## src/rtl/core/sof_pkg.sv

```systemverilog
`timescale 1ns / 1ps
// ----------------------------------------------------------------------------
// sof_pkg
// Widths, register codes, reset values and stage payload types shared by the
// seat occupancy sensor fusion block.
// ----------------------------------------------------------------------------
package sof_pkg;

    // field widths
    localparam int SONAR_MM_W = 12;
    localparam int TOF_MM_W   = 16;
    localparam int ADC_W      = 12;
    localparam int UCM_W      = 9;
    localparam int TCM_W      = 13;
    localparam int GRAM_W     = 14;
    localparam int SCORE_W    = 3;
    localparam int WEIGHT_W   = 4;
    localparam int SUM_W      = 8;
    localparam int CFG_W      = 8;
    localparam int CFG_IDX_W  = 3;
    localparam int NUM_PRESS  = 3;

    localparam int RUN_BITS_DEFAULT = 8;

    // scaling constants
    localparam int ADC_FULL  = 4095;
    localparam int GRAM_FULL = 10000;

    // largest values the filtered outputs can take
    localparam int SONAR_CM_MAX = 409;
    localparam int TOF_CM_MAX   = 6553;
    localparam int SUM_MAX      = 225;

    // register indexes
    localparam logic [CFG_IDX_W-1:0] CFG_ABSENT_THRESHOLD = 3'd0;
    localparam logic [CFG_IDX_W-1:0] CFG_PRESENT_CONFIRM  = 3'd1;
    localparam logic [CFG_IDX_W-1:0] CFG_ABSENT_CONFIRM   = 3'd2;
    localparam logic [CFG_IDX_W-1:0] CFG_WEIGHT_ULTRA     = 3'd3;
    localparam logic [CFG_IDX_W-1:0] CFG_WEIGHT_TOF       = 3'd4;
    localparam logic [CFG_IDX_W-1:0] CFG_WEIGHT_PRESS     = 3'd5;

    // register reset values
    localparam logic [CFG_W-1:0]    RST_ABSENT_THRESHOLD = 8'd10;
    localparam logic [CFG_W-1:0]    RST_PRESENT_CONFIRM  = 8'd3;
    localparam logic [CFG_W-1:0]    RST_ABSENT_CONFIRM   = 8'd3;
    localparam logic [WEIGHT_W-1:0] RST_WEIGHT_ULTRA     = 4'd3;
    localparam logic [WEIGHT_W-1:0] RST_WEIGHT_TOF       = 4'd3;
    localparam logic [WEIGHT_W-1:0] RST_WEIGHT_PRESS     = 4'd4;

    // band scores
    localparam logic [SCORE_W-1:0] SCORE_NONE = 3'd0;
    localparam logic [SCORE_W-1:0] SCORE_LOW  = 3'd1;
    localparam logic [SCORE_W-1:0] SCORE_MID  = 3'd3;
    localparam logic [SCORE_W-1:0] SCORE_HIGH = 3'd5;

    typedef struct packed {
        logic [CFG_W-1:0]    absent_threshold;
        logic [CFG_W-1:0]    present_confirm;
        logic [CFG_W-1:0]    absent_confirm;
        logic [WEIGHT_W-1:0] weight_ultra;
        logic [WEIGHT_W-1:0] weight_tof;
        logic [WEIGHT_W-1:0] weight_press;
    } t_cfg;

    // one raw request as captured at the input
    typedef struct packed {
        logic [SONAR_MM_W-1:0]           sonar_mm;
        logic [TOF_MM_W-1:0]             tof_mm;
        logic [NUM_PRESS-1:0][ADC_W-1:0] press_raw;
        logic [NUM_PRESS-1:0]            press_valid;
    } t_sample;

    // values in engineering units
    typedef struct packed {
        logic [ADC_W-1:0]  avg;
        logic [UCM_W-1:0]  sonar_cm;
        logic [TCM_W-1:0]  tof_cm;
        logic [GRAM_W-1:0] grams;
    } t_meas;

    // filtered values, scores and score sum
    typedef struct packed {
        logic [UCM_W-1:0]   ultra_f;
        logic [TCM_W-1:0]   tof_f;
        logic [GRAM_W-1:0]  press_f;
        logic [SCORE_W-1:0] score_u;
        logic [SCORE_W-1:0] score_t;
        logic [SCORE_W-1:0] score_p;
        logic [SUM_W-1:0]   wsum;
        logic [ADC_W-1:0]   avg;
    } t_filt;

endpackage

```

## src/rtl/core/sof_convert.sv

```systemverilog
`timescale 1ns / 1ps
// ----------------------------------------------------------------------------
// sof_convert
// Holds the last valid pressure samples, averages them, and converts the
// distances to centimetres and the pressure average to grams in two stages.
// ----------------------------------------------------------------------------
module sof_convert
    import sof_pkg::*;
(
    input  logic    i_clk,
    input  logic    i_rst_n,
    input  logic    i_valid,
    input  t_sample i_sample,
    output logic    o_ready,
    output logic    o_valid,
    output t_meas   o_meas,
    input  logic    i_ready
);

    // (n / 3) for n below 2^15: reciprocal estimate, one correction step
    function automatic logic [ADC_W-1:0] div3(input logic [14:0] n);
        logic [30:0] prod;
        logic [14:0] q0;
        logic [14:0] rem;
        prod = 31'(n) * 31'd21845;
        q0   = prod[30:16];
        rem  = n - 15'(q0 * 15'd3);
        if (rem >= 15'd3) begin
            q0 = q0 + 15'd1;
        end
        return q0[ADC_W-1:0];
    endfunction

    // (x / 10) for a 16-bit x: reciprocal estimate, one correction step
    function automatic logic [TCM_W-1:0] div10(input logic [15:0] x);
        logic [30:0] prod;
        logic [13:0] q0;
        logic [15:0] rem;
        prod = 31'(x) * 31'd13107;
        q0   = prod[30:17];
        rem  = x - 16'({2'b00, q0} * 16'd10);
        if (rem >= 16'd10) begin
            q0 = q0 + 14'd1;
        end
        return q0[TCM_W-1:0];
    endfunction

    // avg * 10000 / 4095, truncated; 1/4095 as a 4096-based series
    function automatic logic [GRAM_W-1:0] to_grams(input logic [ADC_W-1:0] avg);
        logic [25:0] x;
        logic [26:0] t;
        logic [14:0] q0;
        logic [26:0] rem;
        x   = 26'(avg) * 26'(GRAM_FULL);
        t   = 27'(x) + 27'(x[25:12]) + 27'(x[25:24]);
        q0  = t[26:12];
        rem = 27'(x) - {q0, 12'b0} + 27'(q0);
        if (rem >= 27'(ADC_FULL)) begin
            q0 = q0 + 15'd1;
        end
        return q0[GRAM_W-1:0];
    endfunction

    logic [NUM_PRESS-1:0][ADC_W-1:0] r_held;
    logic [NUM_PRESS-1:0][ADC_W-1:0] n_held;
    logic                            r_s1_valid;
    logic [ADC_W-1:0]                r_s1_avg;
    logic [UCM_W-1:0]                r_s1_ucm;
    logic [TCM_W-1:0]                r_s1_tcm;
    logic                            r_s2_valid;
    t_meas                           r_s2;
    logic [13:0]                     held_sum;
    logic                            s1_ready;
    logic                            s2_ready;
    logic                            s1_load;
    logic                            s2_load;

    assign s2_ready = !r_s2_valid || i_ready;
    assign s1_ready = !r_s1_valid || s2_ready;
    assign s1_load  = i_valid && s1_ready;
    assign s2_load  = r_s1_valid && s2_ready;
    assign o_ready  = s1_ready;
    assign o_valid  = r_s2_valid;
    assign o_meas   = r_s2;

    // sample hold: a channel keeps its last valid sample
    always_comb begin
        for (int k = 0; k < NUM_PRESS; k++) begin
            n_held[k] = i_sample.press_valid[k] ? i_sample.press_raw[k] : r_held[k];
        end
        held_sum = 14'(n_held[0]) + 14'(n_held[1]) + 14'(n_held[2]);
    end

    // stage one control and held samples
    always_ff @(posedge i_clk) begin
        if (!i_rst_n) begin
            r_s1_valid <= 1'b0;
            r_held     <= '0;
        end else if (s1_ready) begin
            r_s1_valid <= i_valid;
            if (i_valid) begin
                r_held <= n_held;
            end
        end
    end

    // stage one payload: rounded average and centimetres
    always_ff @(posedge i_clk) begin
        if (s1_load) begin
            r_s1_avg <= div3(15'(held_sum) + 15'd1);
            r_s1_ucm <= UCM_W'(div10(16'(i_sample.sonar_mm)));
            r_s1_tcm <= div10(i_sample.tof_mm);
        end
    end

    // stage two control
    always_ff @(posedge i_clk) begin
        if (!i_rst_n) begin
            r_s2_valid <= 1'b0;
        end else if (s2_ready) begin
            r_s2_valid <= r_s1_valid;
        end
    end

    // stage two payload: grams
    always_ff @(posedge i_clk) begin
        if (s2_load) begin
            r_s2.avg      <= r_s1_avg;
            r_s2.sonar_cm <= r_s1_ucm;
            r_s2.tof_cm   <= r_s1_tcm;
            r_s2.grams    <= to_grams(r_s1_avg);
        end
    end

endmodule

```

## src/rtl/core/sof_filter.sv

```systemverilog
`timescale 1ns / 1ps
// ----------------------------------------------------------------------------
// sof_filter
// Three-deep median windows per sensor, band scoring and the weighted score
// sum.
// ----------------------------------------------------------------------------
module sof_filter
    import sof_pkg::*;
(
    input  logic  i_clk,
    input  logic  i_rst_n,
    input  t_cfg  i_cfg,
    input  logic  i_valid,
    input  t_meas i_meas,
    output logic  o_ready,
    output logic  o_valid,
    output t_filt o_filt,
    input  logic  i_ready
);

    // median of three
    function automatic logic [GRAM_W-1:0] mid3(
        input logic [GRAM_W-1:0] a,
        input logic [GRAM_W-1:0] b,
        input logic [GRAM_W-1:0] c
    );
        logic [GRAM_W-1:0] lo;
        logic [GRAM_W-1:0] hi;
        logic [GRAM_W-1:0] m;
        lo = (a < b) ? a : b;
        hi = (a < b) ? b : a;
        m  = (hi < c) ? hi : c;
        return (lo > m) ? lo : m;
    endfunction

    function automatic logic [SCORE_W-1:0] band_ultra(input logic [UCM_W-1:0] cm);
        if (cm < 9'd2) begin
            return SCORE_NONE;
        end else if (cm < 9'd8) begin
            return SCORE_HIGH;
        end else if (cm < 9'd12) begin
            return SCORE_MID;
        end else if (cm < 9'd15) begin
            return SCORE_LOW;
        end
        return SCORE_NONE;
    endfunction

    function automatic logic [SCORE_W-1:0] band_tof(input logic [TCM_W-1:0] cm);
        if (cm < 13'd5) begin
            return SCORE_NONE;
        end else if (cm < 13'd13) begin
            return SCORE_HIGH;
        end else if (cm < 13'd16) begin
            return SCORE_MID;
        end else if (cm < 13'd18) begin
            return SCORE_LOW;
        end
        return SCORE_NONE;
    endfunction

    function automatic logic [SCORE_W-1:0] band_press(input logic [GRAM_W-1:0] g);
        if (g < 14'd200) begin
            return SCORE_NONE;
        end else if (g < 14'd2000) begin
            return SCORE_LOW;
        end else if (g < 14'd4000) begin
            return SCORE_MID;
        end
        return SCORE_HIGH;
    endfunction

    logic [2:0][UCM_W-1:0]  r_uwin;
    logic [2:0][TCM_W-1:0]  r_twin;
    logic [2:0][GRAM_W-1:0] r_pwin;
    logic [1:0]             r_slot;
    logic [2:0][UCM_W-1:0]  n_uwin;
    logic [2:0][TCM_W-1:0]  n_twin;
    logic [2:0][GRAM_W-1:0] n_pwin;
    logic [1:0]             n_slot;
    logic [1:0]             cur_slot;
    logic                   r_valid;
    t_filt                  r_filt;
    t_filt                  n_filt;
    logic                   ready_up;
    logic                   load;

    assign ready_up = !r_valid || i_ready;
    assign load     = i_valid && ready_up;
    assign o_ready  = ready_up;
    assign o_valid  = r_valid;
    assign o_filt   = r_filt;

    // window write at the current slot, slot steps 0, 1, 2
    always_comb begin
        cur_slot = (r_slot == 2'd3) ? 2'd0 : r_slot;
        n_slot   = (cur_slot == 2'd2) ? 2'd0 : cur_slot + 2'd1;
        n_uwin   = r_uwin;
        n_twin   = r_twin;
        n_pwin   = r_pwin;
        for (int k = 0; k < 3; k++) begin
            if (cur_slot == 2'(k)) begin
                n_uwin[k] = i_meas.sonar_cm;
                n_twin[k] = i_meas.tof_cm;
                n_pwin[k] = i_meas.grams;
            end
        end
    end

    // medians, scores and weighted sum
    always_comb begin
        n_filt.ultra_f = UCM_W'(mid3(GRAM_W'(n_uwin[0]), GRAM_W'(n_uwin[1]),
                                     GRAM_W'(n_uwin[2])));
        n_filt.tof_f   = TCM_W'(mid3(GRAM_W'(n_twin[0]), GRAM_W'(n_twin[1]),
                                     GRAM_W'(n_twin[2])));
        n_filt.press_f = mid3(n_pwin[0], n_pwin[1], n_pwin[2]);
        n_filt.score_u = band_ultra(n_filt.ultra_f);
        n_filt.score_t = band_tof(n_filt.tof_f);
        n_filt.score_p = band_press(n_filt.press_f);
        n_filt.wsum    = SUM_W'(i_cfg.weight_ultra) * SUM_W'(n_filt.score_u)
                       + SUM_W'(i_cfg.weight_tof) * SUM_W'(n_filt.score_t)
                       + SUM_W'(i_cfg.weight_press) * SUM_W'(n_filt.score_p);
        n_filt.avg     = i_meas.avg;
    end

    // windows and stage control
    always_ff @(posedge i_clk) begin
        if (!i_rst_n) begin
            r_valid <= 1'b0;
            r_uwin  <= '0;
            r_twin  <= '0;
            r_pwin  <= '0;
            r_slot  <= 2'd0;
        end else if (ready_up) begin
            r_valid <= i_valid;
            if (i_valid) begin
                r_uwin <= n_uwin;
                r_twin <= n_twin;
                r_pwin <= n_pwin;
                r_slot <= n_slot;
            end
        end
    end

    // result payload
    always_ff @(posedge i_clk) begin
        if (load) begin
            r_filt <= n_filt;
        end
    end

endmodule

```

## src/rtl/core/sof_decide.sv

```systemverilog
`timescale 1ns / 1ps
// ----------------------------------------------------------------------------
// sof_decide
// Threshold compare, saturating seated and absent run counters, confirmed
// state, and the output register of the block.
// ----------------------------------------------------------------------------
module sof_decide
    import sof_pkg::*;
#(
    parameter int RUN_COUNTER_BITS = RUN_BITS_DEFAULT
) (
    input  logic  i_clk,
    input  logic  i_rst_n,
    input  t_cfg  i_cfg,
    input  logic  i_valid,
    input  t_filt i_filt,
    output logic  o_ready,
    output logic  o_valid,
    output logic  o_seated,
    output t_filt o_filt,
    input  logic  i_ready
);

    localparam int CMP_W = (RUN_COUNTER_BITS > CFG_W) ? RUN_COUNTER_BITS : CFG_W;
    localparam logic [RUN_COUNTER_BITS-1:0] RUN_MAX = '1;

    logic [RUN_COUNTER_BITS-1:0] r_seat_run;
    logic [RUN_COUNTER_BITS-1:0] r_abs_run;
    logic [RUN_COUNTER_BITS-1:0] n_seat_run;
    logic [RUN_COUNTER_BITS-1:0] n_abs_run;
    logic                        r_conf;
    logic                        n_conf;
    logic                        r_valid;
    t_filt                       r_filt;
    logic                        seated_tick;
    logic                        ready_up;

    assign ready_up = !r_valid || i_ready;
    assign o_ready  = ready_up;
    assign o_valid  = r_valid;
    assign o_seated = r_conf;
    assign o_filt   = r_filt;

    // run counters; seated confirmation has priority
    always_comb begin
        seated_tick = i_filt.wsum > i_cfg.absent_threshold;
        if (seated_tick) begin
            n_seat_run = (r_seat_run == RUN_MAX) ? r_seat_run : r_seat_run + 1'b1;
            n_abs_run  = '0;
        end else begin
            n_seat_run = '0;
            n_abs_run  = (r_abs_run == RUN_MAX) ? r_abs_run : r_abs_run + 1'b1;
        end
        if (CMP_W'(n_seat_run) >= CMP_W'(i_cfg.present_confirm)) begin
            n_conf = 1'b1;
        end else if (CMP_W'(n_abs_run) >= CMP_W'(i_cfg.absent_confirm)) begin
            n_conf = 1'b0;
        end else begin
            n_conf = r_conf;
        end
    end

    // decision state and output valid
    always_ff @(posedge i_clk) begin
        if (!i_rst_n) begin
            r_valid    <= 1'b0;
            r_seat_run <= '0;
            r_abs_run  <= '0;
            r_conf     <= 1'b0;
        end else if (ready_up) begin
            r_valid <= i_valid;
            if (i_valid) begin
                r_seat_run <= n_seat_run;
                r_abs_run  <= n_abs_run;
                r_conf     <= n_conf;
            end
        end
    end

    // output payload
    always_ff @(posedge i_clk) begin
        if (i_valid && ready_up) begin
            r_filt <= i_filt;
        end
    end

endmodule

```

## src/rtl/core/seat_occupancy_sensor_fusion.sv

```systemverilog
`timescale 1ns / 1ps
// ----------------------------------------------------------------------------
// seat_occupancy_sensor_fusion
// Fuses ultrasonic, time-of-flight and pressure readings into a confirmed
// driver seated / absent decision.
// ----------------------------------------------------------------------------
// Usage:
// - Input channel (i_valid / o_ready) takes one request per sensor tick: two
//   distances in mm and three pressure ADC samples with their valid flags.
// - Output channel (o_valid / i_ready) returns one result per request, in
//   order: confirmed state, weighted score sum, filtered values, band scores
//   and the rounded pressure average.
// - Configuration channel (i_cfg_valid / o_cfg_ready) writes one register per
//   request by index; it is always ready. Write only while the block is idle.
// - Throughput is one request per cycle while i_ready stays high, through the
//   five register levels: input, average and cm, grams, median and scoring,
//   decision.
// - Each stage holds its request when the next one is full, so a stalled
//   receiver backs the pipeline up stage by stage before o_ready drops.
// - Reset clears the pipeline, the held samples, median windows, run counters
//   (driver absent) and loads the register defaults.
// ----------------------------------------------------------------------------
module seat_occupancy_sensor_fusion
    import sof_pkg::*;
#(
    parameter int RUN_COUNTER_BITS = RUN_BITS_DEFAULT
) (
    input  logic                  i_clk,
    input  logic                  i_rst_n,
    // configuration
    input  logic                  i_cfg_valid,
    output logic                  o_cfg_ready,
    input  logic [CFG_IDX_W-1:0]  i_cfg_index,
    input  logic [CFG_W-1:0]      i_cfg_data,
    // input requests
    input  logic                  i_valid,
    output logic                  o_ready,
    input  logic [SONAR_MM_W-1:0] i_sonar_mm,
    input  logic [TOF_MM_W-1:0]   i_tof_mm,
    input  logic [ADC_W-1:0]      i_press_raw_a,
    input  logic                  i_press_valid_a,
    input  logic [ADC_W-1:0]      i_press_raw_b,
    input  logic                  i_press_valid_b,
    input  logic [ADC_W-1:0]      i_press_raw_c,
    input  logic                  i_press_valid_c,
    // results
    output logic                  o_valid,
    input  logic                  i_ready,
    output logic                  o_seat_occupied,
    output logic [SUM_W-1:0]      o_weighted_sum,
    output logic [UCM_W-1:0]      o_sonar_cm_filtered,
    output logic [TCM_W-1:0]      o_tof_cm_filtered,
    output logic [GRAM_W-1:0]     o_press_g_filtered,
    output logic [SCORE_W-1:0]    o_score_ultra_out,
    output logic [SCORE_W-1:0]    o_score_tof_out,
    output logic [SCORE_W-1:0]    o_score_press_out,
    output logic [ADC_W-1:0]      o_press_adc_average
);

    t_cfg    r_cfg;
    logic    r_in_valid;
    t_sample r_in;
    logic    conv_ready;
    logic    conv_valid;
    t_meas   conv_meas;
    logic    filt_ready;
    logic    filt_valid;
    t_filt   filt_data;
    logic    dec_ready;
    t_filt   out_filt;
    logic    in_ready;

    assign o_cfg_ready = 1'b1;

    // configuration registers; unknown indexes are ignored
    always_ff @(posedge i_clk) begin
        if (!i_rst_n) begin
            r_cfg.absent_threshold <= RST_ABSENT_THRESHOLD;
            r_cfg.present_confirm  <= RST_PRESENT_CONFIRM;
            r_cfg.absent_confirm   <= RST_ABSENT_CONFIRM;
            r_cfg.weight_ultra     <= RST_WEIGHT_ULTRA;
            r_cfg.weight_tof       <= RST_WEIGHT_TOF;
            r_cfg.weight_press     <= RST_WEIGHT_PRESS;
        end else if (i_cfg_valid && o_cfg_ready) begin
            case (i_cfg_index)
                CFG_ABSENT_THRESHOLD: r_cfg.absent_threshold <= i_cfg_data;
                CFG_PRESENT_CONFIRM:  r_cfg.present_confirm  <= i_cfg_data;
                CFG_ABSENT_CONFIRM:   r_cfg.absent_confirm   <= i_cfg_data;
                CFG_WEIGHT_ULTRA:     r_cfg.weight_ultra     <= i_cfg_data[WEIGHT_W-1:0];
                CFG_WEIGHT_TOF:       r_cfg.weight_tof       <= i_cfg_data[WEIGHT_W-1:0];
                CFG_WEIGHT_PRESS:     r_cfg.weight_press     <= i_cfg_data[WEIGHT_W-1:0];
                default: begin
                end
            endcase
        end
    end

    // input register
    assign in_ready = !r_in_valid || conv_ready;
    assign o_ready  = in_ready;

    always_ff @(posedge i_clk) begin
        if (!i_rst_n) begin
            r_in_valid <= 1'b0;
        end else if (in_ready) begin
            r_in_valid <= i_valid;
        end
    end

    always_ff @(posedge i_clk) begin
        if (i_valid && in_ready) begin
            r_in.sonar_mm       <= i_sonar_mm;
            r_in.tof_mm         <= i_tof_mm;
            r_in.press_raw[0]   <= i_press_raw_a;
            r_in.press_raw[1]   <= i_press_raw_b;
            r_in.press_raw[2]   <= i_press_raw_c;
            r_in.press_valid[0] <= i_press_valid_a;
            r_in.press_valid[1] <= i_press_valid_b;
            r_in.press_valid[2] <= i_press_valid_c;
        end
    end

    sof_convert u_convert (
        .i_clk    (i_clk),
        .i_rst_n  (i_rst_n),
        .i_valid  (r_in_valid),
        .i_sample (r_in),
        .o_ready  (conv_ready),
        .o_valid  (conv_valid),
        .o_meas   (conv_meas),
        .i_ready  (filt_ready)
    );

    sof_filter u_filter (
        .i_clk    (i_clk),
        .i_rst_n  (i_rst_n),
        .i_cfg    (r_cfg),
        .i_valid  (conv_valid),
        .i_meas   (conv_meas),
        .o_ready  (filt_ready),
        .o_valid  (filt_valid),
        .o_filt   (filt_data),
        .i_ready  (dec_ready)
    );

    sof_decide #(
        .RUN_COUNTER_BITS (RUN_COUNTER_BITS)
    ) u_decide (
        .i_clk    (i_clk),
        .i_rst_n  (i_rst_n),
        .i_cfg    (r_cfg),
        .i_valid  (filt_valid),
        .i_filt   (filt_data),
        .o_ready  (dec_ready),
        .o_valid  (o_valid),
        .o_seated (o_seat_occupied),
        .o_filt   (out_filt),
        .i_ready  (i_ready)
    );

    assign o_weighted_sum      = out_filt.wsum;
    assign o_sonar_cm_filtered = out_filt.ultra_f;
    assign o_tof_cm_filtered   = out_filt.tof_f;
    assign o_press_g_filtered  = out_filt.press_f;
    assign o_score_ultra_out   = out_filt.score_u;
    assign o_score_tof_out     = out_filt.score_t;
    assign o_score_press_out   = out_filt.score_p;
    assign o_press_adc_average = out_filt.avg;

endmodule

```

## config.mk

```make
export PLATFORM = sky130hd
export DESIGN_NAME = seat_occupancy_sensor_fusion
export DESIGN_NICKNAME = d
export VERILOG_FILES = /design/src/rtl/core/sof_pkg.sv /design/src/rtl/core/sof_convert.sv /design/src/rtl/core/sof_filter.sv /design/src/rtl/core/sof_decide.sv /design/src/rtl/core/seat_occupancy_sensor_fusion.sv
export SDC_FILE = /design/constraint.sdc
export NUM_CORES = 2
export LEC_CHECK = 0
export ABC_AREA = 0
export BUFFER_PORTS_ARGS = -buffer_cell sky130_fd_sc_hd__buf_2
export CAP_MARGIN = 0
export CORE_MARGIN = 2
export CORE_UTILIZATION = 30
export DETAILED_ROUTE_END_ITERATION = 16
export SLEW_MARGIN = 10
export SYNTH_ARGS = -nofsm -noshare
export SYNTH_HDL_FRONTEND = slang
export SYNTH_SLANG_ARGS = --single-unit
```

## constraint.sdc

```tcl
create_clock -name i_clk -period 28.6 [get_ports i_clk]
set_clock_uncertainty 0.1 [all_clocks]
set_input_delay 1.43 -clock i_clk [delete_from_list [all_inputs] [get_ports i_clk]]
set_output_delay 1.43 -clock i_clk [all_outputs]
set_load 0.005 [all_outputs]
```

# After elaboration in Yosys (flattened, before gate mapping)
# Index checks and enable logic that the tools add are counted.
# word_totals
in_bits	83
wordCells	211
reg_bits	483
out_inout_bits	69
# op_classes
mux	61
mul	10
n_eq_ne	10
addsub	19
order_cmp	27
n_reduce_logical	28
# ops
op	n
14-bit 2-to-1 mux	8
13-bit 2-to-1 mux	8
9-bit 2-to-1 mux	8
12-bit 2-to-1 mux	4
3-bit 2-to-1 mux	14
16-bit by 4-bit greater-or-equal comparator with 1-bit output (second input constant)	2
8-bit 2-to-1 mux	4
15-bit by 15-bit multiplier with 30-bit output (second input constant)	1
16-bit by 14-bit multiplier with 30-bit output (second input constant)	1
14-bit < comparator	2
26-bit by 14-bit adder with 27-bit output	1
27-bit by 15-bit adder with 27-bit output	1
27-bit by 2-bit adder with 27-bit output	1
27-bit by 12-bit greater-or-equal comparator with 1-bit output (second input constant)	1
9-bit by 4-bit < comparator with 1-bit output (second input constant)	3
26-bit by 27-bit subtractor with 27-bit output	1
13-bit by 5-bit < comparator with 1-bit output (second input constant)	2
12-bit by 14-bit multiplier with 26-bit output (second input constant)	1
12-bit by 10-bit multiplier with 22-bit output (second input constant)	1
4-bit by 3-bit multiplier with 7-bit output	3
2-bit AND reduction	9
8-bit by 1-bit adder with 8-bit output (second input constant)	2
8-bit equality test (second input constant)	2
8-bit greater-or-equal comparator	2
45 further kinds	73

# Depth between registers and ports, before layout
# depth
ltp_word	19
mapped_depth	59
mapped_depth_nobuf	55

# Hierarchy
# Synthesis repeated with hierarchy kept, for this count alone.
# hier_totals
cells_unflattened	4288
area_unflattened_um2	43242.7
# modules_own_cells
mod	seq_area_each_um2	n_inst	cells_per_inst	area_per_inst_um2
sof_convert	3223.1	1	2349	22749.3
sof_filter	4174.0	1	1422	13192.7
sof_decide	2312.2	1	307	3806.2
seat_occupancy_sensor_fusion	2752.6	1	210	3494.6

# Least setup slack after synthesis
# Ideal clock, no wire load.
# synth_timing
kind	reg-to-reg
from	register r_in[0] (netlist name)
to	register u_convert.r_s1_avg[9], data pin
synth_period_minus_slack_ns	12.879
path_slack_ns	15.721
t_arrival_ns	12.511
required_time_ns	28.232
path_buffers	2
stages_incl_launch_ff	52
setup_ns	0.268
path_cell_list	edfxtp_1 -> buf_1 -> mux2_2 -> ha_1 -> inv_1 -> fa_1 -> inv_1 -> ha_1 -> a21o_1 -> a21oi_1 -> o21ai_0 -> a21oi_1 -> o21ai_0 -> a21oi_1 -> xnor2_1 -> nor4b_1 -> nand3_1 -> nor4bb_1 -> [... 16 more ...] -> o221a_2 -> o21bai_1 -> xor2_1 -> ha_1 -> ha_1 -> o21bai_1 -> ha_1 -> a2111oi_0 -> nand3_1 -> a21oi_1 -> nor3_1 -> and3_1 -> nand4_1 -> nor4_1 -> mux2i_1 -> clkbuf_1 -> nand4_1 -> xnor2_1
# synth_lines
element	line_no	text
start: declaration	seat_occupancy_sensor_fusion.sv:62	t_sample r_in;
end signal: assignment	sof_convert.sv:110	r_s1_avg <= div3(15'(held_sum) + 15'd1);
end: declaration	sof_convert.sv:67	logic [ADC_W-1:0] r_s1_avg;

==> metrics.cfg <==
[cells_and_area]
area_growth_pct=10.9
n_antenna_cell=0
n_fill_cell=14700
drive_above_1_share_pct=8.03
final_nets=5499

[synthesis]
synth_seq_cells=483
synth-edff-count=279
synth_cell_types=102
synth_area_leader_cell=ha_1
synth_top_area_share_pct=19.6
yosysMostFrequentCell=ha_1
ys_warn_count=0
syn_area_um2=43300
yosysSeqAreaShare_pct=28.8
synthCells=4404
syn_area_per_cell_um2=9.83
synth_top_cells_by_count=ha_1, inv_1, nor2_1
synthArstFlopShare_pct=0
synth_area_leaders=ha_1, edfxtp_1, fa_1
ys.flop_type=edfxtp_1

[timing]
hold_violations=0
min_period_over_period_pct=49.3
finalSetupTns_ns=0
fmax_mhz=71.0
setup_viol=0
slew_viol_final=0
slew_headroom_pct=21.4
post-route-min-period_ns=14.09
worst_pin_slew_ns=1.15
rsz0062_at_grt=false

[floorplanning]
coreArea_um2=143000
die_area_um2=147000
die_x_um=384
fp-row-count=139
boundaryPins=152
die_h_um=384
start_util_pct=30.2

[worst_setup_path]
cpMostUsedCell=ha_1
crit_arrival_ns=14.37
cp_slowest_cell=mux2i_1
worst_setup_path_end_kind=flop
cp_max_fo=13
startpoint_type=flop
cp_slowest_stage_delay_ns=0.89
cp.required_ns=28.88
critPathKind=flop to flop

[clock_network]
post_cts_buffers=0
cts_max_level=2
path_clk_slew_ns=0.06
cts_root_buf=clkbuf_16
cts_tree=built
cts_hold_buf=0
cts_resized=0
cts_buffers=55
cts_sinks=483
clock_path_buffers=3
clk_latency_ns=0.64

[grt]
antenna_found_initial=1
grt_pass1_wl_mm=167
grt_max_degree=145
grt_overflow=0
grt_usage_pct=13.9
grt_pass1_vias=31400

[route]
drt-wirelength-per-cell_um=15.9
drt-total-wl_mm=103
vias_per_cell=4.90
ant_nets=0
drc=0
drt_first_pass_iters=5
vias=31700
drtIter0Drc=1880

[flow_run]
cap_violations=0

[placed_design]
portBuffers=150
dp_hpwl_mm=81.0
gp_congestion=0.902

[min_path]
hp-class=flop to flop

[run_status]
status=complete, no violations

final cells by class:
type                    instances  area, um^2  share of cell area, %
repair buffers                173         923                   1.92
flip-flops and latches        483       12500                   25.9
clock inverters                35         419                  0.872
multi-input cells            3231       28200                   58.8
inverters                     568        2150                   4.47
clock buffers                  68        1470                   3.05
well taps                    1903        2380                   4.96
metal layers:
metal  track usage [%]  part of all wire (%)  vias up  routed length, um
met2              22.8                    45      625              46800
met5                 0                     0        -                  0
met4              2.88                   1.7        0               1760
li1                  -                     -    15800                  -
met3              1.79                   4.2      110               4360
met1              19.5                    49    15100              50000
state kept, by name, indices dropped and copies added, names as in the netlist, 13 cells and up:
signal	flops
r_cfg	36
r_in	67
u_convert.o_meas	48
u_convert.r_held	36
u_convert.r_s1_tcm	13
u_decide.o_filt	65
u_filter.o_filt	65
u_filter.r_pwin	42
u_filter.r_twin	39
u_filter.r_uwin	27
worst max-delay path, delay by kind of cell (launching register included):
| kind | cells | cell delay, ns |
|---|---|---|
| multiplexers | 2 | 1.31 |
| adder cells (fa/ha/maj) | 13 | 4.82 |
| AND/OR/NAND/NOR | 9 | 2.34 |
| AO/OA/AOI/OAI | 16 | 3.30 |
| buffers and inverters | 6 | 0.35 |
| XOR/XNOR | 4 | 0.91 |
| flip-flops | 1 | 0.68 |
worst paths after layout:
path | end | depth (start not counted) | from | slack [ns]
max reg2reg | u_convert.r_s1_avg[11] | 50 | r_in[0] | 14.51
min | u_convert.o_meas[29] | 0 | u_convert.r_s1_ucm[2] | 0.27
min reg2reg | u_convert.o_meas[29] | 0 | u_convert.r_s1_ucm[2] | 0.27
max | u_convert.r_s1_avg[11] | 50 | r_in[0] | 14.51
logic make-up (layout without fill, tap and decap cells):
family / after synthesis / count (layout) / share of synthesized area, %
muxes: 282 / 282 / 6.67
buffers and inverters: 694 / 844 / 6.15
DFF: 483 / 483 / 28.8
adders and majority gates: 904 / 904 / 30.0
AOI/OAI and AO/OA: 855 / 855 / 13.3
and+or+nand+nor: 996 / 996 / 11.2
other: 2 / 6 / 0.0173
xor gates and xnor gates: 188 / 188 / 3.87
placed cells by master (no fill, tap or decap), types with 82 or more instances in the layout:
master and instances:
ha_1 677, inv_1 564, nor2_1 302, edfxtp_1 279, nand2_1 243, mux2i_1 230, fa_1 225, a21oi_1 206
dfxtp_1 204, buf_2 150, o21ai_0 147, a211oi_1 129, xnor2_1 117, a21o_1 93, nand3_1 82
through the flow:
stage	utilization, %	hold slack (ns)	setup slack [ns]	cells	area, um^2
after floorplan	-	0.300	15.72	4408	43300
after global placement	32.2	0.303	14.71	6358	46200
after detailed placement	32.2	0.305	14.55	6358	46200
after CTS	33.5	0.275	14.51	6461	48000
after global routing	33.5	0.294	13.43	6461	48000
final	33.5	0.275	14.51	6461	48000
Power is left out: the tool's default activity adds up to more than one toggle a clock period on the data nets, which glitch-free logic cannot reach.
